==> config.mk <==
export PLATFORM = sky130hd
export DESIGN_NAME = led_pattern_sequencer
export DESIGN_NICKNAME = d
export VERILOG_FILES = /design/src/rtl/lps_pkg.sv /design/src/rtl/lps_cfg.sv /design/src/rtl/lps_timer.sv /design/src/rtl/lps_scale.sv /design/src/rtl/led_pattern_sequencer.sv
export SDC_FILE = /design/constraint.sdc
export NUM_CORES = 1
export LEC_CHECK = 0
export BUFFER_PORTS_ARGS = -buffer_cell sky130_fd_sc_hd__buf_2
export CAP_MARGIN = 5
export CORE_ASPECT_RATIO = 1.25
export CORE_MARGIN = 2
export CORE_UTILIZATION = 60
export CTS_CLUSTER_DIAMETER = 60
export CTS_CLUSTER_SIZE = 20
export DETAILED_ROUTE_END_ITERATION = 12
export HOLD_SLACK_MARGIN = 0.03
export PLACE_DENSITY = 0.86
export SYNTH_ARGS = -nofsm -noshare
export SYNTH_HDL_FRONTEND = slang
export SYNTH_SLANG_ARGS = --single-unit
==> constraint.sdc <==
create_clock -name aclk -period 17.5 [get_ports aclk]
set_input_delay 0.875 -clock aclk [delete_from_list [all_inputs] [get_ports aclk]]
set_output_delay 0.875 -clock aclk [all_outputs]
set_load 0.02 [all_outputs]
==> src/rtl/lps_pkg.sv <==
// Shared types and constants for the LED pattern sequencer.
`default_nettype none
package lps_pkg;

    localparam int APB_ADDR_W = 3;
    localparam int APB_DATA_W = 32;

    typedef enum logic [2:0] {
        PAT_OFF    = 3'd0,
        PAT_ON     = 3'd1,
        PAT_SLOW   = 3'd2,
        PAT_FAST   = 3'd3,
        PAT_PULSE  = 3'd4,
        PAT_DOUBLE = 3'd5,
        PAT_TRIPLE = 3'd6,
        PAT_SOS    = 3'd7
    } pattern_t;

    typedef enum logic {
        REG_PATTERN    = 1'b0,
        REG_BRIGHTNESS = 1'b1
    } reg_index_t;

    typedef enum logic [1:0] {
        SOS_GAP  = 2'd0,
        SOS_DOT  = 2'd1,
        SOS_DASH = 2'd2,
        SOS_WORD = 2'd3
    } sos_code_t;

    localparam int SOS_LEN = 19;

    localparam sos_code_t SOS_TABLE [SOS_LEN] = '{
        SOS_DOT,  SOS_GAP, SOS_DOT,  SOS_GAP, SOS_DOT,  SOS_GAP,
        SOS_DASH, SOS_GAP, SOS_DASH, SOS_GAP, SOS_DASH, SOS_GAP,
        SOS_DOT,  SOS_GAP, SOS_DOT,  SOS_GAP, SOS_DOT,  SOS_GAP,
        SOS_WORD
    };

    // Pattern timing in milliseconds.
    localparam int SLOW_ON_MS     = 500;
    localparam int SLOW_CYCLE_MS  = 1000;
    localparam int FAST_ON_MS     = 100;
    localparam int FAST_CYCLE_MS  = 200;
    localparam int PULSE_HALF_MS  = 1000;
    localparam int PULSE_CYCLE_MS = 2000;
    localparam int FLASH_MS       = 100;
    localparam int DOUBLE_CYCLE_MS = 1200;
    localparam int TRIPLE_CYCLE_MS = 1400;
    localparam int SOS_SHORT_MS   = 200;
    localparam int SOS_DASH_MS    = 600;
    localparam int SOS_WORD_MS    = 1400;

    localparam logic [7:0] LEVEL_FULL = 8'd255;

    // floor(x / 1000) = (x * PULSE_RECIP) >> PULSE_SHIFT for x up to 255 * 999.
    localparam int PULSE_RECIP = 268436;
    localparam int PULSE_SHIFT = 28;
    localparam int PULSE_PROD_W = 37;

    typedef struct packed {
        logic restart;    // a different pattern was written
        logic load_held;  // the held duty takes a fixed value
        logic held_full;  // that value is the brightness setting, else zero
    } lps_ctrl_t;

endpackage
`default_nettype wire

==> src/rtl/lps_cfg.sv <==
// APB register file for pattern select and brightness.
`default_nettype none
module lps_cfg (
    input  wire logic                             aclk,
    input  wire logic                             aresetn,
    input  wire logic                             psel,
    input  wire logic                             penable,
    input  wire logic                             pwrite,
    input  wire logic [lps_pkg::APB_ADDR_W-1:0]   paddr,
    input  wire logic [lps_pkg::APB_DATA_W-1:0]   pwdata,
    output logic      [lps_pkg::APB_DATA_W-1:0]   prdata,
    output lps_pkg::pattern_t                     pattern,
    output logic      [7:0]                       brightness,
    output lps_pkg::lps_ctrl_t                    ctrl
);
    import lps_pkg::*;

    pattern_t   pattern_reg;
    logic [7:0] brightness_reg;
    reg_index_t index;
    pattern_t   wr_pattern;
    logic       wr_en;

    assign index      = reg_index_t'(paddr[2]);
    assign wr_pattern = pattern_t'(pwdata[2:0]);
    assign wr_en      = psel && penable && pwrite;

    always_comb begin
        ctrl.restart   = wr_en && (index == REG_PATTERN) && (wr_pattern != pattern_reg);
        ctrl.load_held = ctrl.restart && ((wr_pattern == PAT_ON) || (wr_pattern == PAT_OFF));
        ctrl.held_full = (wr_pattern == PAT_ON);
    end

    always_ff @(posedge aclk) begin
        if (!aresetn) begin
            pattern_reg    <= PAT_OFF;
            brightness_reg <= LEVEL_FULL;
        end else if (wr_en) begin
            unique case (index)
                REG_PATTERN:    pattern_reg    <= wr_pattern;
                REG_BRIGHTNESS: brightness_reg <= pwdata[7:0];
                default:        pattern_reg    <= pattern_reg;
            endcase
        end
    end

    always_comb begin
        unique case (index)
            REG_PATTERN:    prdata = APB_DATA_W'(pattern_reg);
            REG_BRIGHTNESS: prdata = APB_DATA_W'(brightness_reg);
            default:        prdata = '0;
        endcase
    end

    assign pattern    = pattern_reg;
    assign brightness = brightness_reg;

endmodule
`default_nettype wire

==> src/rtl/lps_timer.sv <==
// Time counter, SOS index and raw level decode for each tick item.
`default_nettype none
module lps_timer #(
    parameter int TIME_WIDTH = 32
) (
    input  wire logic               aclk,
    input  wire logic               aresetn,
    input  wire logic               load,
    input  wire logic [15:0]        elapsed_ms,
    input  wire lps_pkg::pattern_t  pattern,
    input  wire lps_pkg::lps_ctrl_t ctrl,
    output logic      [7:0]         raw,
    output logic                    hold
);
    import lps_pkg::*;

    localparam int TW = TIME_WIDTH;

    logic [TW-1:0]     elapsed_time_reg, elapsed_time_next;
    logic [4:0]        sos_index_reg, sos_index_next;
    logic [7:0]        raw_reg, raw_next;
    logic              hold_reg, hold_next;

    logic [TW-1:0]     t;
    logic [9:0]        ramp;
    logic [17:0]       ramp_x255;
    logic [PULSE_PROD_W-1:0] ramp_prod;
    logic [7:0]        ramp_level;
    sos_code_t         code;
    logic [TW-1:0]     code_dur;
    logic              code_lit;

    assign t = elapsed_time_reg + TW'(elapsed_ms);

    // Both halves of the triangle share one divide-by-1000.
    always_comb begin
        if (t < TW'(PULSE_HALF_MS)) begin
            ramp = t[9:0];
        end else begin
            ramp = 10'(t - TW'(PULSE_HALF_MS));
        end
        ramp_x255  = {ramp, 8'b0} - {8'b0, ramp};
        ramp_prod  = PULSE_PROD_W'(ramp_x255) * PULSE_PROD_W'(PULSE_RECIP);
        ramp_level = ramp_prod[PULSE_SHIFT +: 8];
    end

    always_comb begin
        if (sos_index_reg < 5'(SOS_LEN)) begin
            code = SOS_TABLE[sos_index_reg];
        end else begin
            code = SOS_GAP;
        end
        unique case (code)
            SOS_DOT:  begin code_dur = TW'(SOS_SHORT_MS); code_lit = 1'b1; end
            SOS_DASH: begin code_dur = TW'(SOS_DASH_MS);  code_lit = 1'b1; end
            SOS_WORD: begin code_dur = TW'(SOS_WORD_MS);  code_lit = 1'b0; end
            default:  begin code_dur = TW'(SOS_SHORT_MS); code_lit = 1'b0; end
        endcase
    end

    always_comb begin
        elapsed_time_next = t;
        sos_index_next    = sos_index_reg;
        raw_next          = '0;
        hold_next         = 1'b0;
        unique case (pattern)
            PAT_OFF: raw_next = '0;
            PAT_ON:  raw_next = LEVEL_FULL;
            PAT_SLOW: begin
                if (t < TW'(SLOW_ON_MS)) begin
                    raw_next = LEVEL_FULL;
                end else if (t >= TW'(SLOW_CYCLE_MS)) begin
                    elapsed_time_next = '0;
                    hold_next         = 1'b1;
                end
            end
            PAT_FAST: begin
                if (t < TW'(FAST_ON_MS)) begin
                    raw_next = LEVEL_FULL;
                end else if (t >= TW'(FAST_CYCLE_MS)) begin
                    elapsed_time_next = '0;
                    hold_next         = 1'b1;
                end
            end
            PAT_PULSE: begin
                if (t < TW'(PULSE_HALF_MS)) begin
                    raw_next = ramp_level;
                end else if (t < TW'(PULSE_CYCLE_MS)) begin
                    raw_next = LEVEL_FULL - ramp_level;
                end else begin
                    elapsed_time_next = '0;
                end
            end
            PAT_DOUBLE: begin
                if (t >= TW'(DOUBLE_CYCLE_MS)) begin
                    elapsed_time_next = '0;
                    hold_next         = 1'b1;
                end else if (t < TW'(FLASH_MS) ||
                             (t >= TW'(2 * FLASH_MS) && t < TW'(3 * FLASH_MS))) begin
                    raw_next = LEVEL_FULL;
                end
            end
            PAT_TRIPLE: begin
                if (t >= TW'(TRIPLE_CYCLE_MS)) begin
                    elapsed_time_next = '0;
                    hold_next         = 1'b1;
                end else if (t < TW'(FLASH_MS) ||
                             (t >= TW'(2 * FLASH_MS) && t < TW'(3 * FLASH_MS)) ||
                             (t >= TW'(4 * FLASH_MS) && t < TW'(5 * FLASH_MS))) begin
                    raw_next = LEVEL_FULL;
                end
            end
            PAT_SOS: begin
                raw_next = code_lit ? LEVEL_FULL : 8'd0;
                if (t >= code_dur) begin
                    elapsed_time_next = '0;
                    sos_index_next    = (sos_index_reg >= 5'(SOS_LEN - 1)) ? 5'd0
                                                                           : sos_index_reg + 5'd1;
                end
            end
            default: raw_next = '0;
        endcase
    end

    always_ff @(posedge aclk) begin
        if (!aresetn) begin
            elapsed_time_reg <= '0;
            sos_index_reg    <= '0;
        end else if (ctrl.restart) begin
            elapsed_time_reg <= '0;
            sos_index_reg    <= '0;
        end else if (load) begin
            elapsed_time_reg <= elapsed_time_next;
            sos_index_reg    <= sos_index_next;
        end
    end

    always_ff @(posedge aclk) begin
        if (load) begin
            raw_reg  <= raw_next;
            hold_reg <= hold_next;
        end
    end

    assign raw  = raw_reg;
    assign hold = hold_reg;

endmodule
`default_nettype wire

==> src/rtl/lps_scale.sv <==
// Brightness scaling and the held duty that forms the result register.
`default_nettype none
module lps_scale (
    input  wire logic               aclk,
    input  wire logic               aresetn,
    input  wire logic               load,
    input  wire logic [7:0]         raw,
    input  wire logic               hold,
    input  wire logic [7:0]         brightness,
    input  wire lps_pkg::lps_ctrl_t ctrl,
    output logic      [7:0]         duty
);
    import lps_pkg::*;

    logic [7:0]  held_duty_reg, held_duty_next;
    logic [15:0] product;
    logic [16:0] rounded;

    // Exact floor of the raw-times-brightness product divided by 255.
    always_comb begin
        product = 16'(raw) * 16'(brightness);
        rounded = 17'(product) + 17'(product[15:8]) + 17'd1;
        held_duty_next = hold ? held_duty_reg : rounded[15:8];
    end

    always_ff @(posedge aclk) begin
        if (!aresetn) begin
            held_duty_reg <= '0;
        end else if (ctrl.load_held) begin
            held_duty_reg <= ctrl.held_full ? brightness : 8'd0;
        end else if (load) begin
            held_duty_reg <= held_duty_next;
        end
    end

    assign duty = held_duty_reg;

endmodule
`default_nettype wire

==> src/rtl/led_pattern_sequencer.sv <==
// LED pattern sequencer top level: handshake pipeline and submodule wiring.
//
// Each item on the s_ channel is a tick carrying the milliseconds since the
// previous tick; for every item exactly one duty result leaves on the m_
// channel, in order. Pattern and brightness are set over the APB port, which
// must be written only while no item is in flight; the block does not enforce it.
//
// The pipeline has three registered stages: the input register, the raw
// level register (time counter and SOS index update here) and the held
// duty register that carries the result. An accepted item moves through
// them in that order, and one item per cycle is sustained while the receiver
// does not stall; the time counter update in the middle stage sets that rate.
//
// Reset selects pattern off, brightness full, and clears the time counter,
// SOS index, held duty and all valid flags. When the receiver stalls, each
// stage keeps its item and up to three items are absorbed before s_ready drops.
`default_nettype none
module led_pattern_sequencer #(
    parameter int TIME_WIDTH = 32
) (
    input  wire logic                             aclk,
    input  wire logic                             aresetn,
    input  wire logic                             s_valid,
    output logic                                  s_ready,
    input  wire logic [15:0]                      s_elapsed_ms,
    output logic                                  m_valid,
    input  wire logic                             m_ready,
    output logic      [7:0]                       m_duty,
    input  wire logic                             psel,
    input  wire logic                             penable,
    input  wire logic                             pwrite,
    input  wire logic [lps_pkg::APB_ADDR_W-1:0]   paddr,
    input  wire logic [lps_pkg::APB_DATA_W-1:0]   pwdata,
    output logic      [lps_pkg::APB_DATA_W-1:0]   prdata,
    output logic                                  pready
);
    import lps_pkg::*;

    logic        in_valid_reg;
    logic [15:0] in_elapsed_reg;
    logic        mid_valid_reg;
    logic        out_valid_reg;
    logic        out_ready, mid_ready;
    logic        mid_adv, out_adv;

    pattern_t    pattern;
    logic [7:0]  brightness;
    lps_ctrl_t   ctrl;
    logic [7:0]  raw;
    logic        hold;

    assign out_ready = !out_valid_reg || m_ready;
    assign mid_ready = !mid_valid_reg || out_ready;
    assign s_ready   = !in_valid_reg || mid_ready;
    assign mid_adv   = in_valid_reg && mid_ready;
    assign out_adv   = mid_valid_reg && out_ready;

    always_ff @(posedge aclk) begin
        if (!aresetn) begin
            in_valid_reg  <= 1'b0;
            mid_valid_reg <= 1'b0;
            out_valid_reg <= 1'b0;
        end else begin
            if (s_ready) begin
                in_valid_reg <= s_valid;
            end
            if (mid_ready) begin
                mid_valid_reg <= in_valid_reg;
            end
            if (out_ready) begin
                out_valid_reg <= mid_valid_reg;
            end
        end
    end

    always_ff @(posedge aclk) begin
        if (s_valid && s_ready) begin
            in_elapsed_reg <= s_elapsed_ms;
        end
    end

    lps_cfg u_cfg (
        .aclk       (aclk),
        .aresetn    (aresetn),
        .psel       (psel),
        .penable    (penable),
        .pwrite     (pwrite),
        .paddr      (paddr),
        .pwdata     (pwdata),
        .prdata     (prdata),
        .pattern    (pattern),
        .brightness (brightness),
        .ctrl       (ctrl)
    );

    lps_timer #(
        .TIME_WIDTH (TIME_WIDTH)
    ) u_timer (
        .aclk       (aclk),
        .aresetn    (aresetn),
        .load       (mid_adv),
        .elapsed_ms (in_elapsed_reg),
        .pattern    (pattern),
        .ctrl       (ctrl),
        .raw        (raw),
        .hold       (hold)
    );

    lps_scale u_scale (
        .aclk       (aclk),
        .aresetn    (aresetn),
        .load       (out_adv),
        .raw        (raw),
        .hold       (hold),
        .brightness (brightness),
        .ctrl       (ctrl),
        .duty       (m_duty)
    );

    assign m_valid = out_valid_reg;
    assign pready  = 1'b1;

    a_mid_fill: assert property (@(posedge aclk) disable iff (!aresetn)
        mid_adv |=> mid_valid_reg)
        else $error("item leaving the input register did not reach the middle stage");

    a_out_from_mid: assert property (@(posedge aclk) disable iff (!aresetn)
        $rose(out_valid_reg) |-> $past(mid_valid_reg))
        else $error("result appeared without an item in the middle stage");

    a_in_hold: assert property (@(posedge aclk) disable iff (!aresetn)
        (in_valid_reg && !mid_ready) |=> (in_valid_reg && $stable(in_elapsed_reg)))
        else $error("input register lost its item while the pipeline was stalled");

endmodule
`default_nettype wire
# Word level (Yosys, flattened, before mapping)
# Memory sizes are Yosys's and may differ from the RTL's.
# Cells that the tools add are included.
# classes
addsub	7
mul	2
magnitude_cmp	14
n_eq_ne	13
muxes	39
bitwise	3
n_reduce_logical	28
# op_table
operator	n
32-bit two-way mux	9
32-bit case mux with 6 select lines	1
8-bit two-way mux	13
32-bit by 11-bit greater-or-equal comparator with 1-bit output (second input constant)	2
32-bit by 9-bit < comparator with 1-bit output (second input constant)	2
32-bit case mux with 2 select lines	1
8-bit case mux with 8 select lines	1
18-bit by 17-bit multiplier with 34-bit output (second input constant)	1
32-bit by 16-bit adder with 32-bit output	1
32-bit by 10-bit greater-or-equal comparator with 1-bit output (second input constant)	1
32-bit by 11-bit greater-or-equal comparator with 1-bit output	1
32-bit by 8-bit greater-or-equal comparator with 1-bit output (second input constant)	1
32-bit by 9-bit greater-or-equal comparator with 1-bit output (second input constant)	1
32-bit by 10-bit < comparator with 1-bit output (second input constant)	1
32-bit by 11-bit < comparator with 1-bit output (second input constant)	1
32-bit by 7-bit < comparator with 1-bit output (second input constant)	1
11-bit case mux with 2 select lines	1
18-bit by 10-bit subtractor with 18-bit output	1
16-bit by 1-bit adder with 16-bit output (second input constant)	1
16-bit by 8-bit adder with 16-bit output	1
8-bit by 8-bit multiplier with 16-bit output	1
3-bit == test (second input constant)	4
1-bit logical AND	10
10-bit two-way mux	1
other kinds (25)	48
# totals
reg_bits	84
rom_bits	64
input_bits	58
output_inout_bits	43
wordCells	118
memories	1
# mem_list
name	depth	width	rd	rd_clocked_by_memory_dff	wr	line	text
(name not given)	32	2	1	0	0	lps_timer.sv:49	code = SOS_TABLE[sos_index_reg];

# Logic depth before layout (Yosys ltp)
# logic_depth
ltp_word	10
mapped_depth	44
depth_no_buf	41

# Hierarchy
# From an unflattened synthesis, not the netlist that was laid out.
# unflattened
hier_cells	1519
area_unflattened_um2	12929.9
# modules_own_cells
module	instances	cells_each	area_each_um2
lps_timer	1	1058	8572.0
lps_scale	1	339	2884.0
lps_cfg	1	91	844.6
led_pattern_sequencer	1	31	629.4

# Least setup slack after synthesis
# Ideal clock, no wire load.
# synth_path
kind	flip-flop to flip-flop
startpoint	reg in_elapsed_reg[0]
endpoint	reg u_timer.raw_reg[6] (netlist: u_timer.raw[6]), data pin
setup_ps	282
arrival_time_ps	8984
required_ps	17218
path_slack_ps	8234
path_stages_with_launch	42
n_path_buf	1
synth_period_minus_slack_ps	9266
path_cell_list	edfxtp_1 ha_1 fa_1 a211oi_2 o21ai_2 o2111a_1 or3_1 a222oi_1 o21a_1 o2111a_1 and3_4 buf_4 nand2_1 a22oi_2 o41ai_4 a31oi_4 nand2_1 xor2_2 (+6 left out) fa_1 inv_1 fa_1 inv_1 ha_1 nand4_1 or2_2 nor2_1 nor2_1 nand2_1 a21oi_1 o31a_1 o211a_1 a21oi_1 a31o_2 xnor2_1 xnor2_1 o21ai_1
# synth_between
elab_chain_cells	9
elab_cells_between_ends	28
classes_between	add/sub: 4; mul: 1; order compare: 9; mux: 10; reduce/logical: 4
# synth_lines
item	line	text
from (decl)	led_pattern_sequencer.sv:40	logic [15:0] in_elapsed_reg;
from (signal assigned)	led_pattern_sequencer.sv:78	in_elapsed_reg <= s_elapsed_ms;
32-bit by 16-bit adder with 32-bit output *	lps_timer.sv:33	assign t = elapsed_time_reg + TW'(elapsed_ms);
32-bit by 10-bit < comparator with 1-bit output / 10-bit subtractor (equally long branches)	lps_timer.sv:37, lps_timer.sv:86, lps_timer.sv:40	
10-bit two-way mux	lps_timer.sv:37	if (t < TW'(PULSE_HALF_MS)) begin
18-bit by 10-bit subtractor with 18-bit output	lps_timer.sv:42	ramp_x255 = {ramp, 8'b0} - {8'b0, ramp};
18-bit by 17-bit multiplier with 34-bit output	lps_timer.sv:43	ramp_prod = PULSE_PROD_W'(ramp_x255) * PULSE_PROD_W'(PULSE_RECIP);
8-bit subtractor	lps_timer.sv:89	raw_next = LEVEL_FULL - ramp_level;
8-bit two-way mux	lps_timer.sv:88	end else if (t < TW'(PULSE_CYCLE_MS)) begin
8-bit two-way mux	lps_timer.sv:86	if (t < TW'(PULSE_HALF_MS)) begin
8-bit case mux with 8 select lines *	lps_timer.sv:66	unique case (pattern)
named net u_timer.raw_next[6]	lps_timer.sv:21	logic [7:0] raw_reg, raw_next;
to (signal assigned)	lps_timer.sv:140	raw_reg <= raw_next;
to (decl)	lps_timer.sv:21	
# Mark *: on every way through the listed nets, which the timed path passes. The rest lies on a longest branch.
# A chain may end at the register's enable or synchronous reset.

# Worst setup path in the final report
# Ends and elaborated chain as after synthesis.

==> summary.md <==
| Metric | Value |
|---|---|
| Fin. Hold Viols | 0 |
| Via density | 5.90 |
| H-tree levels | 3 |
| Warnings, synthesis | 0 |
| N_diodes | 0 |
| Post-route ant nets | 0 |
| Slew Limit Fails | 0 |
| Initial antenna violation count | 0 |
| Final setup violation count | 0 |
| FF-to-FF setup slack | 6.61 ns |
| DRC Markers | 1 |
| Avg Cell Area, Syn | 8.47 sq um |
| Status | complete, but fails checks |
| Count leader, synth | ha_1 |
| Crit end category | flop |
| Routed wire length per instance | 16.0 microns |
| Final #Nets | 1829 |
| DP HPWL | 22200 microns |
| Worst-Margin Slew | 1.18 ns |
| Core Rows | 58 |
| Syn Inst Count | 1466 |
| Post-Syn Area | 12400 sq um |
| Top FF cell, synth | dfxtp_1 |
| Post-synth EDFFs | 25 |
| Largest net degree at the start of global routing | 33 |
| DR pass1 iterations | 10 |
| CP Class | reg -> reg |
| Gr ovfl total | 0 |
| Total routed wirelength | 28000 microns |
| Final non-filler cell total | 1755 |
| DIE HEIGHT | 165 microns |
| Max-slew headroom | 21.3% |
| Register area share after synthesis | 15.6% |
| Root Driver | clkbuf_16 |
| TritonCTS buffer count | 9 |
| Via count | 10400 |
| P&R area growth vs syn | 5.28% |
| Worst path slowest cell | fa_1 |
| Worst hold path startpoint | u_timer.elapsed_time_reg[7]$_SDFFE_PP0P_ |
| Number of global-route vias before repair | 10300 |
| Min Tclk post-route | 10.89 ns |
| Arrival time at the worst endpoint | 10.97 ns |
| Total track usage | 26.1% |
| Final Cycle Share | 62.2% |
| Synth area leaders | ha_1 21%, fa_1 13%, dfxtp_1 9.5% |
| Die area | 21900 sq um |
| Max Cap Viol | 0 |
| Failing checks | design-rule violations |
| GP Congestion | 0.939 |
| Post-synthesis cell type count | 90 |
| Yosys top cell area share | 21.0% |
| Critical Path Fanout Max | 17 |
| Clock slew at reported path FFs | 0.07 ns |
| Port bufs | 49 |
| HP Class | reg -> reg |
| Post-synth ARST share | 0% |
| # hold bufs at CTS | 0 |
| Reg-to-Reg Start | in_elapsed_reg[0]$_DFFE_PP_ |
| Crit start category | flop |
| Share of layout cells above drive strength 1 | 8.22% |
| Die X | 133 microns |
| Worst stage delay on the critical path | 0.54 ns |
| Clock sink count | 84 |
| Clock Skew | 0.00871 ns |
| Setup TNS | 0 ns |
| Core Area | 20200 sq um |
| Cell taking the most area after synthesis | ha_1 |
| Starting Density | 61.3% |
| Starting DRC count in detailed routing | 775 |
| Yosys reg bits | 84 |
| Post-CTS Setup Bufs | 0 |
| Largest register FFs | 32 |
| Max clock buf depth | 2 |
| Worst Setup SP | in_elapsed_reg[0]$_DFFE_PP_ |
| RSZ-0062 raised after global routing | false |
| Post-CTS sizing | 0 |
| Dpl cells | 1739 |
| Global-route wire length before repair | 47300 microns |
| Max Clk Rate | 0.0918 GHz |
| Num ports | 101 |
| Post-synth top cells | 208 x ha_1, 186 x inv_1, 145 x nand2_1 |
| TritonCTS clock tree | built |
| Worst-skew pair later-pin latency | 0.35 ns |
| Worst Path Required | 17.58 ns |
[metrics by stage]
| stage | setup slack [ns] | hold WS (ns) | instance area [sq um] | util, % |
|---|---|---|---|---|
| final | 6.61 | 0.453 | 13100 | 64.6 |
| after global routing | 6.08 | 0.470 | 13100 | 64.6 |
| after CTS | 6.72 | 0.457 | 13100 | 64.6 |
| after detailed placement | 6.79 | 0.448 | 12800 | 63.1 |
| after global placement | 6.94 | 0.443 | 12800 | 63.1 |
| after floorplan | 8.23 | 0.436 | 12500 | - |
[placed cells by master, fill, tap and decap left out, drive strengths merged, types with 10 or more instances in the layout]
master	synthesis	final
ha	208	208
inv	190	194
nand2	145	145
fa	83	83
a21oi	80	80
nor2	74	74
xnor2	73	73
buf	37	64
dfxtp	59	59
o21ai	53	53
and2	49	49
nand3	49	49
a21o	26	26
conb	2	25
edfxtp	25	25
nor3	23	23
xor2	16	16
or3	15	15
and3	15	15
nand4	14	14
o21bai	13	13
nor2b	12	12
a21boi	11	11
a22oi	11	11
o211ai	10	10
clkbuf	47	10
[cell type report]
class / instances / area [sq um]
Multi-Input combinational cell: 1131 / 9430
Clock buffer: 10 / 250
Sequential cell: 84 / 1930
Fill cell: 1614 / 7180
Timing Repair Buffer: 64 / 358
Clock inverter: 6 / 48.8
Inverter: 190 / 713
Tap cell: 270 / 338
[worst paths after layout]
| path | end | cells past startpoint |
|---|---|---|
| max reg2reg | u_timer.raw[6]$_DFFE_PP_ | 41 |
| min reg2reg | u_timer.elapsed_time_reg[7]$_SDFFE_PP0P_ | 2 |
| min | u_timer.elapsed_time_reg[7]$_SDFFE_PP0P_ | 2 |
| max | u_timer.raw[6]$_DFFE_PP_ | 41 |
[worst max-delay path, delay by kind of cell (launching register included)]
family          cells  cell delay, ns
flops               1            0.37
simple gates        7            1.51
buf+inv             5            0.47
xor+xnor            3            0.69
fa+ha+maj           8            3.34
compound gates     18            4.25
[layer usage]
| layer | up-vias | wire length [microns] | part of all wire [%] | global-route usage (%) |
|---|---|---|---|---|
| li1 | 4984 | - | - | - |
| met1 | 4904 | 11300 | 40 | 31.3 |
| met2 | 397 | 14200 | 51 | 47.5 |
| met3 | 69 | 1580 | 5.6 | 3.65 |
| met4 | 0 | 882 | 3.1 | 9.97 |
| met5 | - | 0 | 0 | 0 |
[cells by family after synthesis]
kind of cell / Yosys count / synth area share [%]
simple gates: 432 / 17.5
flops: 84 / 15.6
mux: 10 / 0.836
buf+inv: 274 / 9.22
xor+xnor: 90 / 6.82
compound gates: 282 / 15.6
other cells: 2 / 0.0605
fa+ha+maj: 292 / 34.4
Power is left out: the tool's default activity adds up to more than one toggle a clock period on the data nets, which glitch-free logic cannot reach.
